`config.mk`:
```
export PLATFORM = sky130hd
export DESIGN_NAME = clp_tx_credit
export DESIGN_NICKNAME = d
export VERILOG_FILES = /design/src/rtl/core/clp_pkg.sv /design/src/rtl/core/clp_tx_credit.sv
export SDC_FILE = /design/constraint.sdc
export NUM_CORES = 1
export LEC_CHECK = 0
export ABC_AREA = 0
export BUFFER_PORTS_ARGS = -buffer_cell sky130_fd_sc_hd__buf_2
export CAP_MARGIN = 5
export CORE_MARGIN = 3
export CORE_UTILIZATION = 25
export DETAILED_ROUTE_END_ITERATION = 16
export SLEW_MARGIN = 20
export SYNTH_ARGS = -nofsm -noshare
export SYNTH_HDL_FRONTEND = slang
export SYNTH_SLANG_ARGS = --single-unit
```
`constraint.sdc`:
```
create_clock -name clk -period 7.7 [get_ports clk]
set_clock_uncertainty 0.1 [all_clocks]
set_input_delay 1.54 -clock clk [delete_from_list [all_inputs] [get_ports clk]]
set_output_delay 1.54 -clock clk [all_outputs]
set_load 0.05 [all_outputs]
```
`src/rtl/core/clp_pkg.sv`:
```
// Shared types, codes and helper functions for the four-channel credit link port.
// Used by the channel interfaces and every module under rtl/core but clp_ram.
`default_nettype none

package clp_pkg;

	localparam int NUM_CH          = 4;
	localparam int CH_W            = 2;
	localparam int CRED_W          = 8;
	localparam int PAYLOAD_W       = 64;
	localparam int OCC_W           = 5;
	localparam int APB_AW          = 3;
	localparam int APB_DW          = 32;
	localparam int RX_DEPTH_DFLT   = 16;
	localparam int FLIT_WIDTH_DFLT = 64;

	localparam logic [CRED_W-1:0] PEER_DEPTH_RST = 8'd16;

	// Register index as decoded from paddr[2].
	localparam logic REG_PEER_DEPTH = 1'b0;

	typedef enum logic [1:0] {
		KIND_SEND  = 2'd0,
		KIND_GRANT = 2'd1,
		KIND_FLIT  = 2'd2,
		KIND_TICK  = 2'd3
	} kind_t;

	typedef enum logic [2:0] {
		RK_SEND    = 3'd0,
		RK_GRANT   = 3'd1,
		RK_RECV    = 3'd2,
		RK_DELIVER = 3'd3,
		RK_IDLE    = 3'd4
	} rkind_t;

	localparam logic [CH_W-1:0] CH_REQ  = 2'd0;
	localparam logic [CH_W-1:0] CH_SNP  = 2'd1;
	localparam logic [CH_W-1:0] CH_DAT  = 2'd2;
	localparam logic [CH_W-1:0] CH_RSP  = 2'd3;

	typedef enum logic [1:0] {
		ST_IDLE,
		ST_EXEC,
		ST_READ,
		ST_DELIVER
	} clp_state_t;

	typedef struct packed {
		kind_t                 kind;
		logic [CH_W-1:0]       channel;
		logic [PAYLOAD_W-1:0]  payload;
		logic [NUM_CH-1:0]     accept_mask;
	} clp_in_t;

	typedef struct packed {
		rkind_t                result_kind;
		logic [CH_W-1:0]       result_channel;
		logic                  ok;
		logic                  blocked_by_credit;
		logic                  unblocked;
		logic [CRED_W-1:0]     credits_left;
		logic [PAYLOAD_W-1:0]  flit_out;
		logic [OCC_W-1:0]      occupancy;
		logic                  overflow;
		logic                  last;
	} clp_out_t;

	typedef struct packed {
		logic            send;
		logic            grant;
		logic            tick;
		logic [CH_W-1:0] ch;
	} tx_op_t;

	typedef struct packed {
		logic              ok;
		logic              blocked;
		logic              unblocked;
		logic [CRED_W-1:0] credits;
	} tx_stat_t;

	typedef struct packed {
		logic            store;
		logic            rd;
		logic            pop;
		logic [CH_W-1:0] ch;
	} rx_ctl_t;

	typedef struct packed {
		logic              stored;
		logic              overflow;
		logic [NUM_CH-1:0] busy;
	} rx_stat_t;

	// Service order on a tick: snoop, response, data, request.
	function automatic logic [CH_W-1:0] serve_pick(input logic [NUM_CH-1:0] pend);
		logic [CH_W-1:0] pick;
		pick = CH_REQ;
		priority if (pend[CH_SNP]) pick = CH_SNP;
		else if (pend[CH_RSP])     pick = CH_RSP;
		else if (pend[CH_DAT])     pick = CH_DAT;
		else                       pick = CH_REQ;
		return pick;
	endfunction

endpackage

`default_nettype wire

```
`src/rtl/core/clp_tx_credit.sv`:
```
// Transmit side: per-channel credit counters, send-once-per-tick flags and
// credit block flags. Depends on clp_pkg.
`default_nettype none

module clp_tx_credit (
	input  wire logic                         clk,
	input  wire logic                         arst_n,
	input  wire logic                         cfg_load,
	input  wire logic [clp_pkg::CRED_W-1:0]   cfg_depth,
	input  wire clp_pkg::tx_op_t              op,
	output clp_pkg::tx_stat_t                 stat
);
	import clp_pkg::*;

	logic [CRED_W-1:0] cred_q [NUM_CH];
	logic [NUM_CH-1:0] sent_q;
	logic [NUM_CH-1:0] blk_q;

	logic [CRED_W-1:0] cur;
	logic [CRED_W-1:0] cred_nxt;
	logic              blk_nxt;
	logic              sent_nxt;
	logic              ok;
	logic              unblk;

	// Post-step values for the addressed channel; the result shows these.
	always_comb begin
		cur      = cred_q[op.ch];
		cred_nxt = cur;
		blk_nxt  = blk_q[op.ch];
		sent_nxt = sent_q[op.ch];
		ok       = 1'b0;
		unblk    = 1'b0;
		if (op.send) begin
			if (cur == '0) begin
				blk_nxt = 1'b1;
			end else if (!sent_q[op.ch]) begin
				blk_nxt  = 1'b0;
				cred_nxt = cur - 1'b1;
				sent_nxt = 1'b1;
				ok       = 1'b1;
			end
		end else if (op.grant) begin
			if (cur != '1) begin
				cred_nxt = cur + 1'b1;
			end
			// A channel that just got its first credit waits for the next tick.
			if (cred_nxt == CRED_W'(1)) begin
				sent_nxt = 1'b1;
			end
			if (blk_q[op.ch]) begin
				blk_nxt = 1'b0;
				unblk   = 1'b1;
			end
		end
	end

	assign stat.ok        = ok;
	assign stat.blocked   = blk_nxt;
	assign stat.unblocked = unblk;
	assign stat.credits   = cred_nxt;

	always_ff @(posedge clk or negedge arst_n) begin
		if (!arst_n) begin
			for (int i = 0; i < NUM_CH; i++) begin
				cred_q[i] <= PEER_DEPTH_RST;
			end
			sent_q <= '1;
			blk_q  <= '0;
		end else if (cfg_load) begin
			for (int i = 0; i < NUM_CH; i++) begin
				cred_q[i] <= cfg_depth;
			end
		end else begin
			if (op.send || op.grant) begin
				cred_q[op.ch] <= cred_nxt;
				blk_q[op.ch]  <= blk_nxt;
				sent_q[op.ch] <= sent_nxt;
			end
			if (op.tick) begin
				sent_q <= '0;
			end
		end
	end

endmodule

`default_nettype wire

```
; ---- Word level (Yosys, flattened, before mapping)
; Index checks and enable logic that the tools add are counted.
[op_classes]
addsub = 2
mul = 0
div_mod_pow = 0
order_cmp = 4
n_eq_ne = 2
shifts = 0
n_mux = 39
bitwise = 2
n_reduce_logical = 8
[op_table]
columns = operator, n
row1 = 8-bit two-way mux, 10
row2 = 32-bit two-way mux, 2
row3 = 32-bit bitwise mux, 1
row4 = 1-bit two-way mux, 17
row5 = 8-bit binary-select mux with 2-bit select, 1
row6 = 8-bit demux with 2-bit select, 1
row7 = 8-bit by 1-bit adder with 8-bit output (second input constant), 1
row8 = 4-bit bitwise mux, 2
row9 = 8-bit by 1-bit == test with 1-bit output (second input constant), 1
row10 = 8-bit logical NOT, 1
row11 = 4-bit two-way mux, 2
row12 = 8-bit != test (second input constant), 1
row13 = 8-bit by 1-bit subtractor with 8-bit output (second input constant), 1
row14 = 1-bit binary-select mux with 2-bit select, 2
row15 = 2-bit AND reduction, 2
row16 = 2-bit nonzero test, 2
row17 = 3-bit >= comparator (second input constant), 1
row18 = 2-bit by 3-bit less-than comparator with 1-bit output (second input constant), 1
row19 = 3-bit by 1-bit less-than comparator with 1-bit output (second input constant), 1
row20 = 2-bit inverter with 3-bit output, 1
row21 = 1-bit demux with 2-bit select, 1
row22 = 2-bit by 1-bit >= comparator with 1-bit output (second input constant), 1
row23 = 1-bit logical AND, 2
row24 = 1-bit logical OR, 1
row25 = 1-bit inverter, 1
[word_totals]
reg_bits = 40
latch_bits = 0
ram_bits = 0
romBits = 0
inputBits = 16
out_inout_bits = 11
elab_cells = 63
mem_count = 0

; ---- Logic depth before layout (Yosys ltp)
; Gate-level depths: netlist (run 1).
[logic_depth]
ltp_word = 15
ltp_mapped = 11
depth_no_buf = 9

; ---- Worst setup path before layout (run 1)
; OpenSTA, ideal clock, no wires.
[synth_timing]
path_kind = input to output
from = input op[0] (netlist bit)
to = output stat[6] (netlist bit)
t_arrival_ps = 4037
required_ps = 6060
path_slack_ps = 2023
cell_stages = 9
n_path_buf = 3
cell_sequence = buf_6 -> mux4_2 -> clkbuf_1 -> ha_1 -> clkbuf_1 -> nand3_1 -> nor2_1 -> mux2i_1 -> mux2i_1
[synth_lines]
columns = item, line_no
row1 = start: declaration, clp_tx_credit.sv:10  ; input wire clp_pkg::tx_op_t op,
row2 = end: declaration, clp_tx_credit.sv:11  ; output clp_pkg::tx_stat_t stat

==> metrics.log, run 1 <==
INFO  metric run_status = finished, final reports clean
INFO  metric power-per-cell-area = 230.3 mW/mm^2
INFO  metric final.setup.tns = 0 ns
INFO  metric syn-instance-count = roughly 250
INFO  metric dominantRegCellSynth = sky130_fd_sc_hd__dfrtp_1
INFO  metric drtIter0Drc = roughly 210
INFO  metric via_per_inst = roughly 5.5
INFO  metric synthAdderAreaFrac = 0.01471
INFO  metric ios = 27
INFO  metric max_cap_viol_count = 0
INFO  metric worst_slew_margin_rel = 0.3165
INFO  metric syn-cell-area = approximately 0.0026 mm^2
INFO  metric synth.ff_latch_count = 40
INFO  metric gpl.final_weighted_congestion = a little over 0.9
INFO  metric layout_utilization = 0.2938
INFO  metric yosysWarnings = 0
INFO  metric worst-endpoint-required = about 6.1 ns
INFO  metric synth-xor-area-share = 0.01667
INFO  metric die_w = between 100 and 150 um
INFO  metric finalWirelength = 7.156 mm
INFO  metric via_count_of_the_first_global_routing_pass = roughly 2200
INFO  metric final.setup.worst_slack = roughly 1.6 ns
INFO  metric clock_tree.buffer_depth = 2
INFO  metric synth.distinct_cells = 49
INFO  metric grt_setup_unrepaired = false
INFO  metric routed_wire_length_per_instance = ~18 um
INFO  metric post_route_cells_drive_above_1_share = 0.2313
INFO  metric yosys-top-cells-count = sky130_fd_sc_hd__dfrtp_1 (32), sky130_fd_sc_hd__a221o_1 (28), sky130_fd_sc_hd__nor2_1 (24), sky130_fd_sc_hd__o21ai_0 (16), sky130_fd_sc_hd__a21oi_1 (13)
INFO  metric design.die.area = 0.01145 mm^2
INFO  metric synth_area_leaders = sky130_fd_sc_hd__dfrtp_1 (31%), sky130_fd_sc_hd__a221o_1 (11%), sky130_fd_sc_hd__mux4_2 (8.8%)
INFO  metric clockRootBuffer = sky130_fd_sc_hd__clkbuf_8
INFO  metric number_of_buffers_added_by_the_clock_tree_synthesis_step = 5
INFO  metric stdcell_area = ~0.0029 mm^2
INFO  metric post-cts-setup-buffers = 0
INFO  metric dpl_cell_area = between 0.002 and 0.003 mm^2
INFO  metric pwr-share-seq = 0.379
INFO  metric fp-row-count = 36
INFO  metric routed-via-count = ~2200
INFO  metric insertion_delay = ~0.30 ns
INFO  metric grt_use_total = 0.1305
INFO  metric yosys.area.top_type_share = 0.3139
INFO  metric timing_worst_slew_pin_value = 1.020 ns
INFO  metric end_kind = output port
INFO  metric globalRoute.totalOverflow = 0
INFO  metric initial_core_utilization = 0.2586
INFO  metric worst-endpoint-arrival = 4.41 ns
INFO  metric clock_power_share = 0.267
INFO  metric area_growth_synth_to_finish = 13.59%
INFO  metric synth-compound-area-share = 0.2398
INFO  metric antenna_cells = 0
INFO  metric post-route-min-period = about 6.1 ns
INFO  metric dpl.cell_count = between 300 and 400
INFO  metric power.internal = 0.4138 mW
INFO  metric std_cell_core_area = a little under 0.01 mm^2
INFO  metric worst_hold_path_type = reg -> reg
INFO  metric synth.yosys.seq_area_share = 0.3963
INFO  metric hpwl = 5.170 mm
INFO  metric cts-htree-levels = 2
INFO  metric io_buffers = 26
INFO  metric fin_crit_sh = 0.7861
INFO  metric maximum_number_of_pins_on_one_net_before_global_route_repair = just over 40
INFO  metric setup_violations = 0
INFO  metric timing.hold.ws = between 0.4 and 0.5 ns
INFO  metric number_of_enable_flip_flop_cells_after_synthesis = 0
INFO  metric path_class = in -> out
INFO  metric total_switching_power = roughly 0.25 mW
INFO  metric final_max_slew_viol_count = 0
INFO  metric hold_path_depth = 2
INFO  metric ir_drop = about 83 uV
INFO  metric drc_errors = 0
INFO  metric totalPowerFinal = around 0.67 mW
INFO  metric combPwrFrac = 0.354
INFO  metric multi_input_area = between 0.001 and 0.0015 mm^2
INFO  metric postSynthNetCount = 270
INFO  metric fmaxAchievable = 165.2 MHz
INFO  metric design.final.nets = 286
INFO  metric switching_share = 0.3800
INFO  metric cts_tree = built
INFO  metric post_synthesis_average_cell_area = approximately 10 um^2
INFO  metric post-synth-top-area-cell = sky130_fd_sc_hd__dfrtp_1
INFO  metric drt_pre_antenna_iters = 4
INFO  metric num-fill-cells = 1012
INFO  metric combinational_family_with_the_most_area_after_synthesis = compound AO/OA/AOI/OAI gates
INFO  metric finish.cell_count_without_fillers = approximately 400
INFO  metric clkSlewWorstSetupHoldPaths = ~0.08 ns
INFO  metric die-height = approximately 110 um
INFO  metric drt.antenna.violating_nets = 0
INFO  metric layout.area.seq = around 0.0010 mm^2
INFO  metric synthSimpleGateAreaFrac = 0.1609
INFO  metric crit_start_category = primary input
INFO  metric postSynth.asyncResetShare = 1.000
INFO  metric placement.setup.worst_slack = ~1.6 ns
INFO  metric synth.mux.area_fraction = 0.1197
INFO  metric yosys.cell_count.top_type = sky130_fd_sc_hd__dfrtp_1
INFO  metric grt_pass1_wl = around 12 mm
INFO  metric cellLeakagePower = 1.156 nW
INFO  metric hold_fix_buffers_cts = 0
INFO  metric clock_sinks = 40
INFO  metric report.final.hold_viol_count = 0
INFO  metric path_max_fanout = 19
INFO  metric antenna_violations_before_repair = 0
INFO  metric r2r.worst_path.cells = 7
INFO  metric post_cts_resized = 0
## flip-flops by register name, summed over array words and instances (netlist names)
name and count:
cred_q 32, blk_q 4, sent_q 4
## final cells by class
type                    instances  area share
multi-input cells             182      0.4909
flip-flops and latches         40      0.3489
well taps                     133     0.05743
repair buffers                 28     0.05009
clock buffers                   5     0.02375
clock inverters                 3     0.01598
inverters                      10     0.01295
## worst paths after layout
path	startpoint	to	slack [ns]
worst max-delay path	op[0]	stat[0]	1.65
worst min-delay path	sent_q[0]	sent_q[0]	0.41
worst max register to register	cred_q[0]	cred_q[3]	4.85
worst min register to register	sent_q[0]	sent_q[0]	0.41
max in group asynchronous	arst_n	cred_q[25]	5.68
min in group asynchronous	arst_n	cred_q[8]	1.26
## worst max-delay path, stage by stage
cell and delay [ns]:
sky130_fd_sc_hd__buf_2 0.42, sky130_fd_sc_hd__mux4_2 0.69, sky130_fd_sc_hd__inv_1 0.13, sky130_fd_sc_hd__ha_1 0.21, sky130_fd_sc_hd__or4b_4 0.52, sky130_fd_sc_hd__o21ai_4 0.23
sky130_fd_sc_hd__o21ai_1 0.13, sky130_fd_sc_hd__xnor2_2 0.24, sky130_fd_sc_hd__inv_1 0.06, sky130_fd_sc_hd__buf_2 0.21
## cell usage in the layout (no fill, tap or decap), types with 2 or more instances in the layout
master,n
sky130_fd_sc_hd__dfrtp_1,32
sky130_fd_sc_hd__a221o_1,28
sky130_fd_sc_hd__buf_2,26
sky130_fd_sc_hd__nor2_1,24
sky130_fd_sc_hd__o21ai_0,16
sky130_fd_sc_hd__a21oi_1,13
sky130_fd_sc_hd__nand2_1,12
sky130_fd_sc_hd__mux4_2,10
sky130_fd_sc_hd__and2_1,10
sky130_fd_sc_hd__inv_1,9
sky130_fd_sc_hd__mux2i_1,8
sky130_fd_sc_hd__nand3_1,8
sky130_fd_sc_hd__dfstp_2,8
sky130_fd_sc_hd__clkbuf_8,5
sky130_fd_sc_hd__and3_1,4
sky130_fd_sc_hd__nor3_1,4
sky130_fd_sc_hd__a31oi_1,4
sky130_fd_sc_hd__xnor2_1,3
sky130_fd_sc_hd__nand2b_1,3
sky130_fd_sc_hd__o21ai_1,3
sky130_fd_sc_hd__ha_1,3
sky130_fd_sc_hd__a211oi_1,2
sky130_fd_sc_hd__a21boi_0,2
sky130_fd_sc_hd__o211ai_1,2
sky130_fd_sc_hd__nor4_1,2
sky130_fd_sc_hd__buf_4,2
## power groups by stage
stage	sequential [mW]	combinational (mW)	clock, mW
floorplan	0.251	0.183	0
global placement	0.256	0.232	0
detailed placement	0.256	0.235	0
CTS	0.252	0.237	0.182
global route	0.256	0.258	0.190
finish	0.253	0.236	0.178
## routing by layer
layer | GRT usage | part of all wire | up-vias
met4 | 0.04384 | 0.013 | 0
met5 | 0 | 0 | -
li1 | - | - | 1000
met1 | 0.1840 | 0.44 | 1095
met3 | 0.02468 | 0.066 | 9
met2 | 0.2006 | 0.48 | 84
## cells by family after synthesis
family | count (synthesis)
AOI/OAI and AO/OA | 80
and+or+nand+nor | 77
DFF | 40
buffers and inverters | 29
muxes | 18
xor gates and xnor gates | 4
adders and majority gates | 3
Power figures use the tool's default switching activity.
==> inputs of run 2 (changes only) <==
clock period = 4.93 ns   (was 7.7 ns; I/O delays follow)
==> run 2 against run 1 <==
Against the previous run:
- core utilization increased by 0.44 points
- first-iteration DRC count decreased by 6.8%
- global-route usage decreased by 0.25 points
- highest routed layer unchanged
- via count about the same
- final cell count increased by 2.0%
- worst hold slack got worse by 0.0035 ns
- register-to-register slack got worse by 2.6 ns
- setup slack got worse by 1.4 ns
- routed wire length decreased by 0.92%
- sequential share of layout area decreased by 0.52 points
- largest power group unchanged
- non-clock buffer count increased by 8
==> metrics.log, run 2 (synthesis results as in run 1) <==
INFO  metric run_status = finished, final reports clean
INFO  metric drc_errors = 0 (unchanged)
INFO  metric final_max_slew_viol_count = 0 (unchanged)
INFO  metric hold_fix_buffers_cts = 0 (unchanged)
INFO  metric hold_path_startpoint = sent_q[0]
INFO  metric clockRootBuffer = sky130_fd_sc_hd__clkbuf_8
INFO  metric die-height = 107.0 um (unchanged)
INFO  metric worst_slew_margin_rel = 0.2815 (-0.03500)
INFO  metric path_class = in -> out
INFO  metric num-fill-cells = 1013 (+0.099%)
INFO  metric grt_setup_unrepaired = false
INFO  metric post-cts-setup-buffers = 0 (unchanged)
INFO  metric hpwl = 5.185 mm (+0.30%)
INFO  metric critPathTopFamily = buffers and inverters
INFO  metric maximum_number_of_pins_on_one_net_before_global_route_repair = 41 (unchanged)
INFO  metric max_cap_viol_count = 0 (unchanged)
INFO  metric clock_tree.buffer_depth = 2 (unchanged)
INFO  metric fin_crit_sh = 0.9426
INFO  metric worst-path-buf-inv = 4 (unchanged)
INFO  metric clkSlewWorstSetupHoldPaths = 0.07 ns (about the same)
INFO  metric die_w = 107.0 um (unchanged)
INFO  metric path_max_fanout = 11 (-8)
INFO  metric grt_pass1_wl = 11.78 mm (-1.9%)
INFO  metric drt.antenna.violating_nets = 0 (unchanged)
INFO  metric layout_top_registers = cred_q (32), blk_q (4), sent_q (4)
INFO  metric std_cell_core_area = 0.009864 mm^2 (unchanged)
INFO  metric globalRoute.totalOverflow = 0 (unchanged)
INFO  metric post_cts_resized = 0 (unchanged)
INFO  metric routed_wire_length_per_instance = 17.33 um (-2.9%)
INFO  metric crit-reg2reg-capture = cred_q[5]
INFO  metric drtIter0Drc = 191 (-6.8%)
INFO  metric antenna_cells = 0 (unchanged)
INFO  metric cts_tree = built
INFO  metric fp-row-count = 36 (unchanged)
INFO  metric insertion_delay = 0.29 ns (about the same)
INFO  metric hold_path_depth = 2 (unchanged)
INFO  metric timing_worst_slew_pin_value = 1.068 ns (+0.04742 ns)
INFO  metric routed-via-count = 2189 (+0.046%)
INFO  metric area_growth_synth_to_finish = 15.30%
INFO  metric io_buffers = 26 (unchanged)
INFO  metric worst-endpoint-required = 3.84 ns (-2.22 ns)
INFO  metric timing.hold.ws = 0.4029 ns (-0.003549 ns)
INFO  metric totalPowerFinal = 1.036 mW (+55%)
INFO  metric cts-htree-levels = 2 (unchanged)
INFO  metric post-route-min-period = 4.647 ns
INFO  metric initial_core_utilization = 0.2586 (unchanged)
INFO  metric via_per_inst = 5.352 (-1.9%)
INFO  metric post_route_cells_drive_above_1_share = 0.2500 (+0.01866)
INFO  metric gpl.final_weighted_congestion = 0.8621 (-5.3%)
INFO  metric ir_drop = 185.2 uV (+120%)
INFO  metric crit_start_category = primary input
INFO  metric grt_use_total = 0.1280 (-0.002516)
INFO  metric design.final.nets = 294 (+2.8%)
INFO  metric final_cell_mix = sky130_fd_sc_hd__dfrtp_1 (32), sky130_fd_sc_hd__a221o_1 (28), sky130_fd_sc_hd__buf_2 (26), sky130_fd_sc_hd__nor2_1 (24), sky130_fd_sc_hd__o21ai_0 (16)
INFO  metric final.setup.tns = 0 ns (unchanged)
INFO  metric worst_hold_path_type = reg -> reg
INFO  metric cellLeakagePower = 1.192 nW (+3.1%)
INFO  metric critical-path-slowest-cell = sky130_fd_sc_hd__mux4_2
INFO  metric drt_pre_antenna_iters = 5 (+1)
INFO  metric setup_violations = 0 (unchanged)
INFO  metric rrSetupSlack = 2.21 ns (-2.64 ns)
INFO  metric most_frequent_standard_cell_in_the_layout_excluding_fill_and_tap_cells = sky130_fd_sc_hd__dfrtp_1
INFO  metric worst-endpoint-arrival = 3.56 ns (-0.85 ns)
INFO  metric rr_startpoint = cred_q[1]
INFO  metric via_count_of_the_first_global_routing_pass = 2180 (-1.9%)
INFO  metric ios = 27 (unchanged)
INFO  metric antenna_violations_before_repair = 0 (unchanged)
INFO  metric worst_hold_path.endpoint = sent_q[0]
INFO  metric crit_path_cell_trace = buf_2 > mux4_2 > inv_1 > ha_1 > or4b_4 > o21ai_4 > o21ai_1 > xnor2_2 > inv_1 > buf_2
INFO  metric number_of_buffers_added_by_the_clock_tree_synthesis_step = 5 (unchanged)
INFO  metric report.final.hold_viol_count = 0 (unchanged)
INFO  metric power-per-cell-area = 352.2 mW/mm^2 (+53%)
INFO  metric flip_flop_count_of_the_largest_register_all_copies_and_words_added = 32 (unchanged)
INFO  metric cp_slowest_stage_delay = 0.57 ns (-0.12 ns)
INFO  metric design.die.area = 0.01145 mm^2 (unchanged)
INFO  metric r2r.worst_path.cells = 8 (+1)
INFO  metric fmaxAchievable = about 220 MHz
INFO  metric largest_register = cred_q
INFO  metric clock_sinks = 40 (unchanged)
INFO  metric finalWirelength = 7.090 mm (-0.92%)
INFO  metric end_kind = output port
run 2: area by class of cell:
| class | instances | area (um^2) | area share |
|---|---|---|---|
| clock buffer | 6 | 72.57 | 0.02467 |
| sequential | 40 | 1011 | 0.3437 |
| clock inverter | 2 | 35.03 | 0.01191 |
| tap | 133 | 166.4 | 0.05657 |
| multi-input combinational | 182 | 1414 | 0.4806 |
| inverter | 10 | 37.54 | 0.01276 |
| timing repair buffer | 36 | 205.2 | 0.06976 |
run 2: per-layer routing:
layer / track usage / share of wire
met3: 0.01686 / 0.047
met5: 0 / 0
met1: 0.1788 / 0.47
met2: 0.2078 / 0.47
met4: 0.03562 / 0.011
run 2: how the worst max path moves through the flow:
| stage | from | to | slack [ns] | cells after the start |
|---|---|---|---|---|
| finish | op[0] | stat[0] | 0.28 | 10 |
| global route | op[0] | stat[0] | 0.05 | 10 |
| CTS | op[0] | stat[0] | 0.22 | 10 |
| detailed placement | op[0] | stat[0] | 0.23 | 10 |
| global placement | op[0] | stat[0] | 0.28 | 10 |
| floorplan | op[0] | stat[6] | 0.36 | 9 |
run 2: power breakdown:
part	switching, mW	total (mW)	internal, mW
Sequential	0.0228	0.395	0.373
Combinational	0.248	0.380	0.132
Clock	0.110	0.261	0.150
Total	0.381	1.04	0.655
run 2: worst register-to-register path: stages, from the launching register on:
cell and delay, ns:
sky130_fd_sc_hd__dfrtp_1 0.39, sky130_fd_sc_hd__mux4_2 0.49, sky130_fd_sc_hd__inv_1 0.09, sky130_fd_sc_hd__ha_1 0.19, sky130_fd_sc_hd__nor4b_1 0.47, sky130_fd_sc_hd__nor2_1 0.08
sky130_fd_sc_hd__a311oi_1 0.33, sky130_fd_sc_hd__a21oi_2 0.12, sky130_fd_sc_hd__a221o_1 0.35
run 2: through the flow:
step / std cells / util / area, um^2 / worst slack, ns
3_3_place_gp: 401 / 0.2873 / 2834 / 0.2757
3_5_place_dp: 401 / 0.2873 / 2834 / 0.2284
2_1_floorplan: 251 / - / 2551 / 0.3615
6_report: 409 / 0.2982 / 2942 / 0.2831
4_1_cts: 409 / 0.2982 / 2942 / 0.2218
5_1_grt: 409 / 0.2982 / 2942 / 0.04902
